### src/rtl/ssnr_pkg.sv
// Shared types, constants and helpers of the seven-segment rectangle renderer.
// No dependencies.
package ssnr_pkg;

	localparam logic [15:0] INT_LIMIT   = 16'd9999;
	localparam logic [6:0]  DIGIT_PITCH = 7'd22;
	localparam logic [2:0]  LAST_CELL   = 3'd4;
	localparam logic [3:0]  CONV_STEPS  = 4'd15;

	// Signed coordinate wide enough for every unclipped corner and extent
	typedef logic signed [12:0] coord_t;

	typedef enum logic [1:0] {
		KIND_BOX   = 2'd0,
		KIND_DIGIT = 2'd1,
		KIND_DOT   = 2'd2
	} cell_kind_t;

	typedef struct packed {
		logic [8:0] x;
		logic [7:0] y;
		logic [8:0] w;
		logic [7:0] h;
	} rect_t;

	typedef struct packed {
		logic       load;
		logic       conv_step;
		logic       walk;
		logic       flush;
		logic [2:0] slot;
		logic [2:0] sub;
	} ctrl_cmd_t;

	typedef struct packed {
		logic cell_en;
		logic sub_end;
		logic hold;
		logic flush_done;
	} dp_stat_t;

	// Segments a..g, a in bit 6
	function automatic logic [6:0] seg_of(input logic [3:0] d);
		logic [6:0] m;
		case (d)
			4'd0: m = 7'b1111110;
			4'd1: m = 7'b0110000;
			4'd2: m = 7'b1101101;
			4'd3: m = 7'b1111001;
			4'd4: m = 7'b0110011;
			4'd5: m = 7'b1011011;
			4'd6: m = 7'b1011111;
			4'd7: m = 7'b1110000;
			4'd8: m = 7'b1111111;
			4'd9: m = 7'b1111011;
			default: m = 7'b0000000;
		endcase
		return m;
	endfunction

	// Scale times a small constant
	function automatic logic [9:0] smul(input logic [2:0] s, input logic [6:0] k);
		return 10'({7'd0, s} * {3'd0, k});
	endfunction

endpackage

### src/rtl/ssnr_clip.sv
// Clips one candidate rectangle to the screen and flags whether anything is left.
// Depends on ssnr_pkg.
module ssnr_clip #(
	parameter int SCREEN_WIDTH  = 320,
	parameter int SCREEN_HEIGHT = 240
) (
	input  ssnr_pkg::coord_t cx,
	input  ssnr_pkg::coord_t cy,
	input  ssnr_pkg::coord_t cw,
	input  ssnr_pkg::coord_t ch,
	output ssnr_pkg::rect_t  rect,
	output logic             vis
);

	localparam ssnr_pkg::coord_t SW_C = ssnr_pkg::coord_t'(SCREEN_WIDTH);
	localparam ssnr_pkg::coord_t SH_C = ssnr_pkg::coord_t'(SCREEN_HEIGHT);

	ssnr_pkg::coord_t w0, h0, wl, hl, wc, hc;
	logic off;

	always_comb begin
		off = (cx < 0) || (cy < 0) || (cx >= SW_C) || (cy >= SH_C);
		w0  = (cw < 0) ? '0 : cw;
		h0  = (ch < 0) ? '0 : ch;
		wl  = SW_C - cx;
		hl  = SH_C - cy;
		wc  = (w0 > wl) ? wl : w0;
		hc  = (h0 > hl) ? hl : h0;
		vis = !off && (wc != 0) && (hc != 0);
		rect.x = cx[8:0];
		rect.y = cy[7:0];
		rect.w = wc[8:0];
		rect.h = hc[7:0];
	end

endmodule

### src/rtl/ssnr_ctrl.sv
// Sequencer: request capture, BCD conversion count, walk over cells and rectangles, final release.
// Depends on ssnr_pkg.
module ssnr_ctrl (
	input  logic                 clk,
	input  logic                 arst_n,
	input  logic                 in_valid,
	input  ssnr_pkg::dp_stat_t   stat,
	output ssnr_pkg::ctrl_cmd_t  cmd,
	output logic                 idle
);

	typedef enum logic [3:0] {
		ST_IDLE  = 4'b0001,
		ST_CONV  = 4'b0010,
		ST_WALK  = 4'b0100,
		ST_FLUSH = 4'b1000
	} state_t;

	state_t     state_q, state_d;
	logic [3:0] cnt_q, cnt_d;
	logic [2:0] cell_q, cell_d;
	logic [2:0] sub_q, sub_d;
	logic       next_cell;

	always_comb begin
		state_d   = state_q;
		cnt_d     = cnt_q;
		cell_d    = cell_q;
		sub_d     = sub_q;
		next_cell = 1'b0;
		cmd       = '0;
		cmd.slot  = cell_q;
		cmd.sub   = sub_q;
		case (state_q)
			ST_IDLE: begin
				if (in_valid) begin
					cmd.load = 1'b1;
					cnt_d    = '0;
					state_d  = ST_CONV;
				end
			end
			ST_CONV: begin
				cmd.conv_step = 1'b1;
				cnt_d         = cnt_q + 4'd1;
				if (cnt_q == ssnr_pkg::CONV_STEPS) begin
					cell_d  = '0;
					sub_d   = '0;
					state_d = ST_WALK;
				end
			end
			ST_WALK: begin
				cmd.walk = 1'b1;
				if (!stat.cell_en) begin
					next_cell = 1'b1;
				end else if (!stat.hold) begin
					if (stat.sub_end) begin
						next_cell = 1'b1;
					end else begin
						sub_d = sub_q + 3'd1;
					end
				end
				if (next_cell) begin
					sub_d = '0;
					if (cell_q == ssnr_pkg::LAST_CELL) begin
						state_d = ST_FLUSH;
					end else begin
						cell_d = cell_q + 3'd1;
					end
				end
			end
			ST_FLUSH: begin
				cmd.flush = 1'b1;
				if (stat.flush_done) begin
					state_d = ST_IDLE;
				end
			end
			default: begin
				state_d = ST_IDLE;
			end
		endcase
	end

	assign idle = (state_q == ST_IDLE);

	always_ff @(posedge clk or negedge arst_n) begin
		if (!arst_n) begin
			state_q <= ST_IDLE;
			cnt_q   <= '0;
			cell_q  <= '0;
			sub_q   <= '0;
		end else begin
			state_q <= state_d;
			cnt_q   <= cnt_d;
			cell_q  <= cell_d;
			sub_q   <= sub_d;
		end
	end

endmodule

### src/rtl/ssnr_dp.sv
// Datapath: request registers, binary-to-BCD shifter, rectangle geometry,
// one-deep lookahead and the output register. Depends on ssnr_pkg, ssnr_clip.
module ssnr_dp #(
	parameter int SCREEN_WIDTH  = 320,
	parameter int SCREEN_HEIGHT = 240
) (
	input  logic                clk,
	input  logic                arst_n,
	input  ssnr_pkg::ctrl_cmd_t cmd,
	output ssnr_pkg::dp_stat_t  stat,
	input  logic                mode,
	input  logic [8:0]          pos_x,
	input  logic [8:0]          pos_y,
	input  logic [2:0]          scale,
	input  logic signed [15:0]  value,
	input  logic [15:0]         fg_color,
	input  logic [15:0]         bg_color,
	output logic                out_valid,
	input  logic                out_stall,
	output ssnr_pkg::rect_t     out_rect,
	output logic [15:0]         out_color,
	output logic                out_last
);

	// request registers
	logic        mode_q;
	logic [8:0]  x_q, y_q;
	logic [2:0]  s_q;
	logic [15:0] fg_q, bg_q;
	logic [15:0] bin_q;
	logic [15:0] bcd_q;

	// lookahead and output
	ssnr_pkg::rect_t pend_q, out_rect_q;
	logic [15:0]     pend_color_q, out_color_q;
	logic            pend_valid_q, out_valid_q, out_last_q;

	logic [15:0] clamped;
	logic [15:0] bcd_adj;

	ssnr_pkg::cell_kind_t kind;
	logic [3:0]  dig;
	logic [9:0]  ox, rx, ry, rw, rh;
	logic        cell_en, sub_en, sub_end;
	logic [7:0]  mask8;
	logic        d3_nz, d2_nz, d1_nz;
	ssnr_pkg::coord_t cx, cy, cw, ch;
	ssnr_pkg::rect_t  cand;
	logic        vis, cand_take, out_free, hold, load_out, flush_move;
	logic [15:0] cand_color;

	// clamp on capture
	always_comb begin
		if (value < 0) begin
			clamped = '0;
		end else if (!mode && (value > $signed(ssnr_pkg::INT_LIMIT))) begin
			clamped = ssnr_pkg::INT_LIMIT;
		end else begin
			clamped = value;
		end
	end

	// double dabble: add 3 to each digit of 5 or more, then shift
	always_comb begin
		for (int i = 0; i < 4; i++) begin
			bcd_adj[i*4 +: 4] = (bcd_q[i*4 +: 4] >= 4'd5) ?
				bcd_q[i*4 +: 4] + 4'd3 : bcd_q[i*4 +: 4];
		end
	end

	always_ff @(posedge clk) begin
		if (cmd.load) begin
			mode_q <= mode;
			x_q    <= pos_x;
			y_q    <= pos_y;
			s_q    <= scale;
			fg_q   <= fg_color;
			bg_q   <= bg_color;
			bin_q  <= clamped;
			bcd_q  <= '0;
		end else if (cmd.conv_step) begin
			bcd_q <= {bcd_adj[14:0], bin_q[15]};
			bin_q <= {bin_q[14:0], 1'b0};
		end
	end

	assign d3_nz = (bcd_q[15:12] != 4'd0);
	assign d2_nz = (bcd_q[11:8] != 4'd0);
	assign d1_nz = (bcd_q[7:4] != 4'd0);

	// cell selection
	always_comb begin
		kind    = ssnr_pkg::KIND_DIGIT;
		dig     = bcd_q[3:0];
		ox      = '0;
		cell_en = 1'b1;
		case (cmd.slot)
			3'd0: begin
				if (!mode_q) begin
					kind = ssnr_pkg::KIND_BOX;
				end else begin
					dig     = bcd_q[15:12];
					cell_en = d3_nz;
				end
			end
			3'd1: begin
				if (!mode_q) begin
					dig     = bcd_q[15:12];
					cell_en = d3_nz;
				end else begin
					dig = bcd_q[11:8];
					ox  = ssnr_pkg::smul(s_q, ssnr_pkg::DIGIT_PITCH);
				end
			end
			3'd2: begin
				if (!mode_q) begin
					dig     = bcd_q[11:8];
					ox      = ssnr_pkg::smul(s_q, ssnr_pkg::DIGIT_PITCH);
					cell_en = d3_nz || d2_nz;
				end else begin
					dig = bcd_q[7:4];
					ox  = ssnr_pkg::smul(s_q, 7'd44);
				end
			end
			3'd3: begin
				if (!mode_q) begin
					dig     = bcd_q[7:4];
					ox      = ssnr_pkg::smul(s_q, 7'd44);
					cell_en = d3_nz || d2_nz || d1_nz;
				end else begin
					kind = ssnr_pkg::KIND_DOT;
					ox   = ssnr_pkg::smul(s_q, 7'd66);
				end
			end
			3'd4: begin
				dig = bcd_q[3:0];
				ox  = ssnr_pkg::smul(s_q, 7'd66);
			end
			default: begin
				cell_en = 1'b0;
			end
		endcase
	end

	// rectangle within the cell
	always_comb begin
		rx      = '0;
		ry      = '0;
		rw      = '0;
		rh      = '0;
		mask8   = {1'b1, ssnr_pkg::seg_of(dig)};
		sub_en  = 1'b1;
		sub_end = 1'b1;
		case (kind)
			ssnr_pkg::KIND_BOX: begin
				rw = ssnr_pkg::smul(s_q, 7'd88);
				rh = ssnr_pkg::smul(s_q, 7'd32);
			end
			ssnr_pkg::KIND_DOT: begin
				sub_end = (cmd.sub == 3'd1);
				if (cmd.sub == 3'd0) begin
					rw = ssnr_pkg::smul(s_q, 7'd6);
					rh = ssnr_pkg::smul(s_q, 7'd32);
				end else begin
					ry = ssnr_pkg::smul(s_q, 7'd26);
					rw = ssnr_pkg::smul(s_q, 7'd4);
					rh = ssnr_pkg::smul(s_q, 7'd4);
				end
			end
			ssnr_pkg::KIND_DIGIT: begin
				sub_end = (cmd.sub == 3'd7);
				sub_en  = mask8[3'd7 - cmd.sub];
				case (cmd.sub)
					3'd0: begin // cell background
						rw = ssnr_pkg::smul(s_q, 7'd18);
						rh = ssnr_pkg::smul(s_q, 7'd32);
					end
					3'd1: begin // a
						rx = ssnr_pkg::smul(s_q, 7'd4);
						rw = ssnr_pkg::smul(s_q, 7'd10);
						rh = ssnr_pkg::smul(s_q, 7'd4);
					end
					3'd2: begin // b
						rx = ssnr_pkg::smul(s_q, 7'd14);
						ry = ssnr_pkg::smul(s_q, 7'd4);
						rw = ssnr_pkg::smul(s_q, 7'd4);
						rh = ssnr_pkg::smul(s_q, 7'd10);
					end
					3'd3: begin // c
						rx = ssnr_pkg::smul(s_q, 7'd14);
						ry = ssnr_pkg::smul(s_q, 7'd18);
						rw = ssnr_pkg::smul(s_q, 7'd4);
						rh = ssnr_pkg::smul(s_q, 7'd10);
					end
					3'd4: begin // d
						rx = ssnr_pkg::smul(s_q, 7'd4);
						ry = ssnr_pkg::smul(s_q, 7'd28);
						rw = ssnr_pkg::smul(s_q, 7'd10);
						rh = ssnr_pkg::smul(s_q, 7'd4);
					end
					3'd5: begin // e
						ry = ssnr_pkg::smul(s_q, 7'd18);
						rw = ssnr_pkg::smul(s_q, 7'd4);
						rh = ssnr_pkg::smul(s_q, 7'd10);
					end
					3'd6: begin // f
						ry = ssnr_pkg::smul(s_q, 7'd4);
						rw = ssnr_pkg::smul(s_q, 7'd4);
						rh = ssnr_pkg::smul(s_q, 7'd10);
					end
					3'd7: begin // g
						rx = ssnr_pkg::smul(s_q, 7'd4);
						ry = ssnr_pkg::smul(s_q, 7'd14);
						rw = ssnr_pkg::smul(s_q, 7'd10);
						rh = ssnr_pkg::smul(s_q, 7'd4);
					end
					default: begin
						sub_en = 1'b0;
					end
				endcase
			end
			default: begin
				sub_en = 1'b0;
			end
		endcase
	end

	// absolute corner; the dot cell sits six columns left of its pitch slot
	always_comb begin
		cx = ssnr_pkg::coord_t'({4'd0, x_q}) + ssnr_pkg::coord_t'({3'd0, ox})
			+ ssnr_pkg::coord_t'({3'd0, rx});
		if (kind == ssnr_pkg::KIND_DOT) begin
			cx = cx - ssnr_pkg::coord_t'(6);
		end
		cy = ssnr_pkg::coord_t'({4'd0, y_q}) + ssnr_pkg::coord_t'({3'd0, ry});
		cw = ssnr_pkg::coord_t'({3'd0, rw});
		ch = ssnr_pkg::coord_t'({3'd0, rh});
	end

	assign cand_color = (cmd.sub == 3'd0) ? bg_q : fg_q;

	ssnr_clip #(
		.SCREEN_WIDTH (SCREEN_WIDTH),
		.SCREEN_HEIGHT(SCREEN_HEIGHT)
	) u_clip (
		.cx  (cx),
		.cy  (cy),
		.cw  (cw),
		.ch  (ch),
		.rect(cand),
		.vis (vis)
	);

	// a visible rectangle pushes the held one out, so last is known at the end
	assign out_free   = !out_valid_q || !out_stall;
	assign hold       = cmd.walk && cell_en && sub_en && vis && pend_valid_q && !out_free;
	assign cand_take  = cmd.walk && cell_en && sub_en && vis && !hold;
	assign flush_move = cmd.flush && pend_valid_q && out_free;
	assign load_out   = (cand_take && pend_valid_q) || flush_move;

	always_ff @(posedge clk) begin
		if (cand_take) begin
			pend_q       <= cand;
			pend_color_q <= cand_color;
		end
		if (load_out) begin
			out_rect_q  <= pend_q;
			out_color_q <= pend_color_q;
			out_last_q  <= cmd.flush;
		end
	end

	always_ff @(posedge clk or negedge arst_n) begin
		if (!arst_n) begin
			pend_valid_q <= 1'b0;
			out_valid_q  <= 1'b0;
		end else begin
			if (cand_take) begin
				pend_valid_q <= 1'b1;
			end else if (flush_move) begin
				pend_valid_q <= 1'b0;
			end
			if (load_out) begin
				out_valid_q <= 1'b1;
			end else if (!out_stall) begin
				out_valid_q <= 1'b0;
			end
		end
	end

	assign stat.cell_en    = cell_en;
	assign stat.sub_end    = sub_end;
	assign stat.hold       = hold;
	assign stat.flush_done = !pend_valid_q || out_free;

	assign out_valid = out_valid_q;
	assign out_rect  = out_rect_q;
	assign out_color = out_color_q;
	assign out_last  = out_last_q;

endmodule

### src/rtl/seven_segment_number_rect_renderer_core.sv
// Seven-segment number renderer: top level joining sequencer and datapath.
// Depends on ssnr_pkg, ssnr_ctrl, ssnr_dp (and ssnr_clip below it).
//
// One request (mode, position, scale, value, colours) is turned into the
// ordered run of filled rectangles that paint the number as scaled
// seven-segment digits, each clipped to a SCREEN_WIDTH x SCREEN_HEIGHT
// screen; rectangles that end up empty are dropped and the final one sent
// carries last. A request that paints nothing yields no rectangle at all.
// Sequence: the request is taken, then a binary-to-BCD shifter runs over
// all 16 bits, one bit per cycle. The walk then visits every cell: a cell
// that is blanked is a single step, the integer background box one, the
// decimal dot two and a drawn digit eight steps (cell background plus
// segments a..g), after which the held final rectangle is released.
// in_stall is low only while the sequencer is idle. While out_stall holds
// a full output register, the walk waits at each visible rectangle that
// would push a held one out, and the release of the final one waits too.
// Rectangles leave through a one-deep lookahead register and an output
// register, so the next request can start while the last rectangle of the
// previous one still waits to be taken.
module seven_segment_number_rect_renderer_core #(
	parameter int SCREEN_WIDTH  = 320,
	parameter int SCREEN_HEIGHT = 240
) (
	input  logic               clk,
	input  logic               arst_n,

	// request channel
	input  logic               in_valid,
	output logic               in_stall,
	input  logic               mode,
	input  logic [8:0]         pos_x,
	input  logic [8:0]         pos_y,
	input  logic [2:0]         scale,
	input  logic signed [15:0] value,
	input  logic [15:0]        fg_color,
	input  logic [15:0]        bg_color,

	// rectangle channel
	output logic               out_valid,
	input  logic               out_stall,
	output logic [8:0]         rect_x,
	output logic [7:0]         rect_y,
	output logic [8:0]         rect_w,
	output logic [7:0]         rect_h,
	output logic [15:0]        fill_color,
	output logic               last
);

	ssnr_pkg::ctrl_cmd_t cmd;
	ssnr_pkg::dp_stat_t  stat;
	ssnr_pkg::rect_t     rect;
	logic                idle;

	// sequencer: capture, conversion count, cell/segment walk, final release
	ssnr_ctrl u_ctrl (
		.clk     (clk),
		.arst_n  (arst_n),
		.in_valid(in_valid),
		.stat    (stat),
		.cmd     (cmd),
		.idle    (idle)
	);

	// a new request is only taken between requests
	assign in_stall = !idle;

	// datapath: geometry, clipping, lookahead and output register
	ssnr_dp #(
		.SCREEN_WIDTH (SCREEN_WIDTH),
		.SCREEN_HEIGHT(SCREEN_HEIGHT)
	) u_dp (
		.clk      (clk),
		.arst_n   (arst_n),
		.cmd      (cmd),
		.stat     (stat),
		.mode     (mode),
		.pos_x    (pos_x),
		.pos_y    (pos_y),
		.scale    (scale),
		.value    (value),
		.fg_color (fg_color),
		.bg_color (bg_color),
		.out_valid(out_valid),
		.out_stall(out_stall),
		.out_rect (rect),
		.out_color(fill_color),
		.out_last (last)
	);

	assign rect_x = rect.x;
	assign rect_y = rect.y;
	assign rect_w = rect.w;
	assign rect_h = rect.h;

endmodule

### config.mk
export PLATFORM = sky130hd
export DESIGN_NAME = seven_segment_number_rect_renderer_core
export DESIGN_NICKNAME = d
export VERILOG_FILES = /design/src/rtl/ssnr_pkg.sv /design/src/rtl/ssnr_clip.sv /design/src/rtl/ssnr_ctrl.sv /design/src/rtl/ssnr_dp.sv /design/src/rtl/seven_segment_number_rect_renderer_core.sv
export SDC_FILE = /design/constraint.sdc
export NUM_CORES = 1
export LEC_CHECK = 0
export ABC_AREA = 1
export BUFFER_PORTS_ARGS = -buffer_cell sky130_fd_sc_hd__buf_2
export CAP_MARGIN = 5
export CORE_ASPECT_RATIO = 0.9
export CORE_MARGIN = 3
export CORE_UTILIZATION = 45
export CTS_BUF_LIST = sky130_fd_sc_hd__clkbuf_8
export DETAILED_ROUTE_END_ITERATION = 10
export GPL_ROUTABILITY_DRIVEN = 0
export PLACE_DENSITY = 0.66
export SYNTH_ARGS = -nofsm -noshare
export SYNTH_HDL_FRONTEND = slang
export SYNTH_SLANG_ARGS = --single-unit
### constraint.sdc
create_clock -name clk -period 8.4 [get_ports clk]
set_input_delay 0.42 -clock clk [delete_from_list [all_inputs] [get_ports clk]]
set_output_delay 0.42 -clock clk [all_outputs]
set_load 0.01 [all_outputs]
# After elaboration in Yosys (flattened, before gate mapping)
# Memories as Yosys holds them, arrays and structs flattened.
# Cells that the tools add are included.
# totals
ff_bits	203
mem_bits_ro	112
in_bits	74
output_inout_bits	53
wordCells	219
n_memories	1
# classes
add_sub_neg	14
n_mul	10
n_lt_le_gt_ge	15
eq_ne	28
mux	76
reduce_logical	50
# mem_list
name	words	word_bits	read_ports	rd_ports_with_merged_regs	write_ports	line_no	rtl
(name not given)	16	7	1	0	0	ssnr_pkg.sv:45	case (d)
# op_table
op	count
$pmux 10 s3	4
$mux 16	5
$reduce_bool 32->1	2
$mux 4	13
$mux 10	4
$pmux 10 s4	1
$mux 13	3
$mul 3x4->7 const B	5
$pmux 4 s4	2
$pmux 8 s4	1
$gt 11x13->1	2
$lt 13x1->1 const B	2
$mux 3	8
$mux 8	3
$add 9x10->11	2
$lt 10x1->1 const B	2
$pmux 10 s2	1
$mux 1	19
$mul 3x3->6 const B	3
$ge 4x3->1 const B	4
$gt 16x15->1 const B	1
$lt 16x1->1 const B	1
$eq 3x3->1 const B	5
$pmux 7 s2	1
other kinds (48)	99

# Logic depth before layout (Yosys ltp)
# depth
ltp_word	22
ltp_mapped	49
mapped_depth_nobuf	49

# Modules after synthesis
# From an unflattened synthesis, not the netlist that was laid out.
# hier_totals
cells_unflattened	1437
hier_area_um2	12613.3
# by_module_without_submodules
module	instances	cells_each	area_each_um2	seq_area_each_um2
ssnr_dp	1	932	9609.2	5505.3
ssnr_clip	1	389	2129.5	0.0
ssnr_ctrl	1	115	870.8	351.6
seven_segment_number_rect_renderer_core	1	1	3.8	0.0

# Worst setup path before layout
# OpenSTA, ideal clock, no wires.
# synth_path
kind	reg-to-reg
start	register u_dp.s_q[1]
end	register u_dp.pend_color_q[0], enable pin
setup_ns	0.458
t_arrival_ns	8.010
t_required_ns	7.942
slack_ns	-0.068
path_stages_with_launch	45
path_buffers	1
synth_period_minus_slack_ns	8.468
cell_sequence	edfxtp_1 -> clkbuf_1 -> inv_1 -> ha_1 -> inv_1 -> ha_1 -> fa_1 -> xor2_1 -> inv_1 -> nand2_1 -> o211ai_1 -> a31oi_1 -> ha_1 -> nand2_1 -> nand2_1 -> a31oi_1 -> xnor2_1 -> ha_1 -> [9 not listed] -> nand2_1 -> nand2_2 -> nand2_2 -> inv_2 -> nor2_1 -> ha_1 -> nand2_1 -> o21ai_0 -> a21oi_1 -> nor2_1 -> nand3_4 -> nand2_8 -> nand2_1 -> nand3_1 -> nor2_2 -> nand3_2 -> nand2_1 -> nor2_1
# synth_rtl
item	line_no	rtl
start, declared	ssnr_dp.sv:28	logic [2:0] s_q;
start signal, assigned	ssnr_dp.sv:76	s_q <= scale;
end signal, assigned	ssnr_dp.sv:264	pend_color_q <= cand_color;
end, declared	ssnr_dp.sv:35	logic [15:0] pend_color_q, out_color_q;

==> qor.json <==
{
  "global_routing": {
    "global_route.overflow_total": 0,
    "grt_first_pass_wirelength_mm": 43.7,
    "globalRouteTotalUtil_pct": 18.6,
    "grt_max_degree": 59,
    "number_of_antenna_violations_at_the_first_check_in_global_routing": 0,
    "via_count_of_the_first_global_routing_pass": 9010
  },
  "cts": {
    "clkLatencyLatePin_ns": 0.54,
    "cts.clk_slew.worst_paths_ns": 0.06,
    "clock-sinks": 203,
    "root_buffer": "clkbuf_8",
    "h_tree_level_count": 2,
    "cts_buffers": 34,
    "cts_tree": "built",
    "clock_path_buffers": 3
  },
  "yosys": {
    "post_synth.cell_area_avg_um2": 9.09,
    "number_of_enable_flip_flop_cells_after_synthesis": 171,
    "ys_seq_elements": 203,
    "yosys_most_used_dff": "edfxtp_1",
    "number_of_distinct_standard_cells_referenced_by_the_synthesized_netlist": 62,
    "synth_most_common_cell": "nand2_1",
    "post-synth-top-area-fraction_pct": 42.9,
    "synth-async-reset-ratio_pct": 7.88,
    "ys_seq_area_share_pct": 48.9,
    "synth_warnings": 0,
    "synthesis.area_um2": 12000,
    "synthDominantAreaCellType": "edfxtp_1",
    "list_of_most_frequent_post_synthesis_cells": "nand2_1 (323), inv_1 (179), edfxtp_1 (171), nor2_1 (89), ha_1 (85)",
    "ys_top_cells_by_area": "edfxtp_1 (43%), nand2_1 (10%), ha_1 (8.9%)",
    "gate_count_post_synth": 1317,
    "postSynthNetCount": 1485
  },
  "floorplan": {
    "floorplan.initialDensity_pct": 46.6,
    "core_area_um2": 25700,
    "horizontal_extent_of_the_die_um": 178,
    "fp-row-count": 55,
    "die_y_um": 161,
    "fp.dieArea_um2": 28600,
    "pin_count": 127
  },
  "setup_path": {
    "worst-endpoint-arrival_ns": 7.68,
    "critical_path_sink_type": "flip-flop",
    "crit_slowest_cell": "edfxtp_1",
    "most_frequent_cell_on_critical_path": "nand2_1",
    "timing.reg2reg.setup_slack_ns": 0.91,
    "cp-start-kind": "flip-flop",
    "worst-setup-path-type": "flip-flop to flip-flop",
    "crit_required_ns": 8.59,
    "cp_slowest_stage_delay_ns": 0.67,
    "critPathMaxFanout": 51
  },
  "min_path": {
    "hold_class": "primary input to flip-flop"
  },
  "outcome": {
    "status": "finished clean"
  },
  "place": {
    "dp.final_hpwl_mm": 19.6,
    "quantity_of_i_o_buffers_inserted_on_ports": 126
  },
  "sta": {
    "timing.fmax_ghz": 0.134,
    "report.final.slew_viol_count": 0,
    "worst_slew_margin_rel_pct": 28.2,
    "finalHoldViolations": 0,
    "setup_total_negative_slack_ns": 0,
    "grt_setup_unrepaired": "no",
    "transition_time_of_the_tightest_slew_check_pin_ns": 1.07,
    "crit_share_post_route_pct": 89.2,
    "layout_min_cycle_time_ns": 7.49,
    "timing.final.setup_violations": 0,
    "skew_ns": 0.0284
  },
  "drt": {
    "drc": 0,
    "drt_iter0_drc": 757,
    "firstDrtPassIters": 5,
    "wl_per_cell_um": 14.2,
    "detailroute.via_count": 9321,
    "routed_wl_mm": 26.2,
    "routed_via_density": 5.07,
    "drtAntennaViolNets": 0
  },
  "power": {
    "power.density_nw_per_um2": 251,
    "totalPowerFinal_w": 0.00344,
    "static-leakage-power_nw": 6.23,
    "peakVddDrop_mv": 0.134
  },
  "final_layout": {
    "nFillCells": 2314,
    "regArea_um2": 5860,
    "diode_insertion_count_for_antenna_repair": 0,
    "layout-drive-gt1-share_pct": 17.7,
    "nNetsFinal": 1638,
    "multi_input_comb_area_um2": 5300,
    "syn_to_final_growth_pct": 14.5
  },
  "run": {
    "drv.max_cap_violation_count": 0
  }
}
kinds of logic (layout without fill, tap and decap cells):
| kind of cell | after synthesis | in the layout | synth area share [%] |
|---|---|---|---|
| buf+inv | 217 | 396 | 6.89 |
| simple gates | 566 | 566 | 21.0 |
| fa+ha+maj | 94 | 94 | 10.4 |
| flops | 203 | 203 | 48.9 |
| xor+xnor | 28 | 28 | 2.17 |
| compound gates | 209 | 209 | 10.6 |
stage by stage:
step / utilization (%) / worst slack, ns / cell area (um2) / hold slack [ns] / cells
floorplan: - / 0.764 / 12000 / 0.124 / 1317
global placement: 50.7 / 0.865 / 13000 / 0.373 / 1770
detailed placement: 50.7 / 0.702 / 13000 / 0.383 / 1770
CTS: 53.3 / 0.688 / 13700 / 0.0185 / 1833
global route: 53.4 / 0.273 / 13700 / 0.0228 / 1838
finish: 53.4 / 0.910 / 13700 / 0.0526 / 1838
state kept, by name, summed over array words and instances, names as in the netlist, 16 cells and up:
| name | flops |
|---|---|
| u_dp.pend_q | 34 |
| u_dp.fg_q | 16 |
| u_dp.bg_q | 16 |
| u_dp.bcd_q | 16 |
| u_dp.out_color | 16 |
| u_dp.out_rect | 34 |
| u_dp.bin_q | 16 |
| u_dp.pend_color_q | 16 |
repair_timing:
| item | CTS | global route |
|---|---|---|
| setup buffers | 0 | 5 |
| endpoints found under the hold margin | 15 | 0 |
| setup endpoints to repair | 0 | 37 |
| hold buffers | 1 | 0 |
| resized for setup | 0 | 0 |
cells in the final DEF, fill, tap and decap left out, types with 7 or more instances in the layout:
| master | n |
|---|---|
| a21oi_1 | 67 |
| dfrtp_1 | 15 |
| nor2_1 | 88 |
| dfxtp_1 | 16 |
| ha_1 | 85 |
| nand2_1 | 323 |
| a31oi_1 | 9 |
| o22ai_1 | 12 |
| buf_4 | 7 |
| o211ai_1 | 12 |
| nand2_2 | 25 |
| xnor2_1 | 7 |
| nand4_1 | 12 |
| a32o_1 | 7 |
| clkinv_1 | 8 |
| edfxtp_1 | 171 |
| clkbuf_8 | 34 |
| xor2_1 | 19 |
| nor2_2 | 12 |
| nor3_1 | 9 |
| fa_1 | 9 |
| nand3_1 | 68 |
| nand3_2 | 8 |
| buf_2 | 126 |
| inv_1 | 191 |
| o21ai_0 | 60 |
| inv_2 | 19 |
final cells by class:
class / instances / share of cell area, %
sequential: 203 / 42.7
clock inverter: 28 / 1.35
clock buffer: 34 / 3.41
timing repair buffer: 136 / 5.35
tap: 342 / 3.12
multi-input combinational: 897 / 38.6
inverter: 198 / 5.42
where the power goes:
group	internal [W]	switching, W
sequential	0.00131	0.0000807
clock	0.000446	0.000389
combinational	0.000404	0.000812
worst paths after layout:
check / startpoint / depth (start not counted) / end
max in group asynchronous: arst_n / 2 / u_ctrl.state_q[0]
min in group asynchronous: arst_n / 2 / u_dp.pend_valid_q
min: scale[0] / 1 / u_dp.s_q[0]
min reg2reg: u_dp.pend_q[25] / 0 / u_dp.out_rect[25]
max reg2reg: u_dp.s_q[2] / 45 / u_dp.out_rect[10]
max: u_dp.s_q[2] / 45 / u_dp.out_rect[10]
critical path, delay by kind of cell (launching register included):
family | cells | cell delay [ns]
fa+ha+maj | 6 | 2.10
simple gates | 25 | 2.45
compound gates | 5 | 0.73
xor+xnor | 2 | 0.44
flops | 1 | 0.67
buf+inv | 7 | 0.72
metal layers:
metal	GRT usage [%]	up-vias	wire (um)
li1	-	4752	-
met1	24.6	4249	11500
met2	31.0	283	12500
met3	3.69	37	1650
met4	5.03	0	534
met5	0	-	0
No activity file was read; power rests on OpenSTA's default activity.
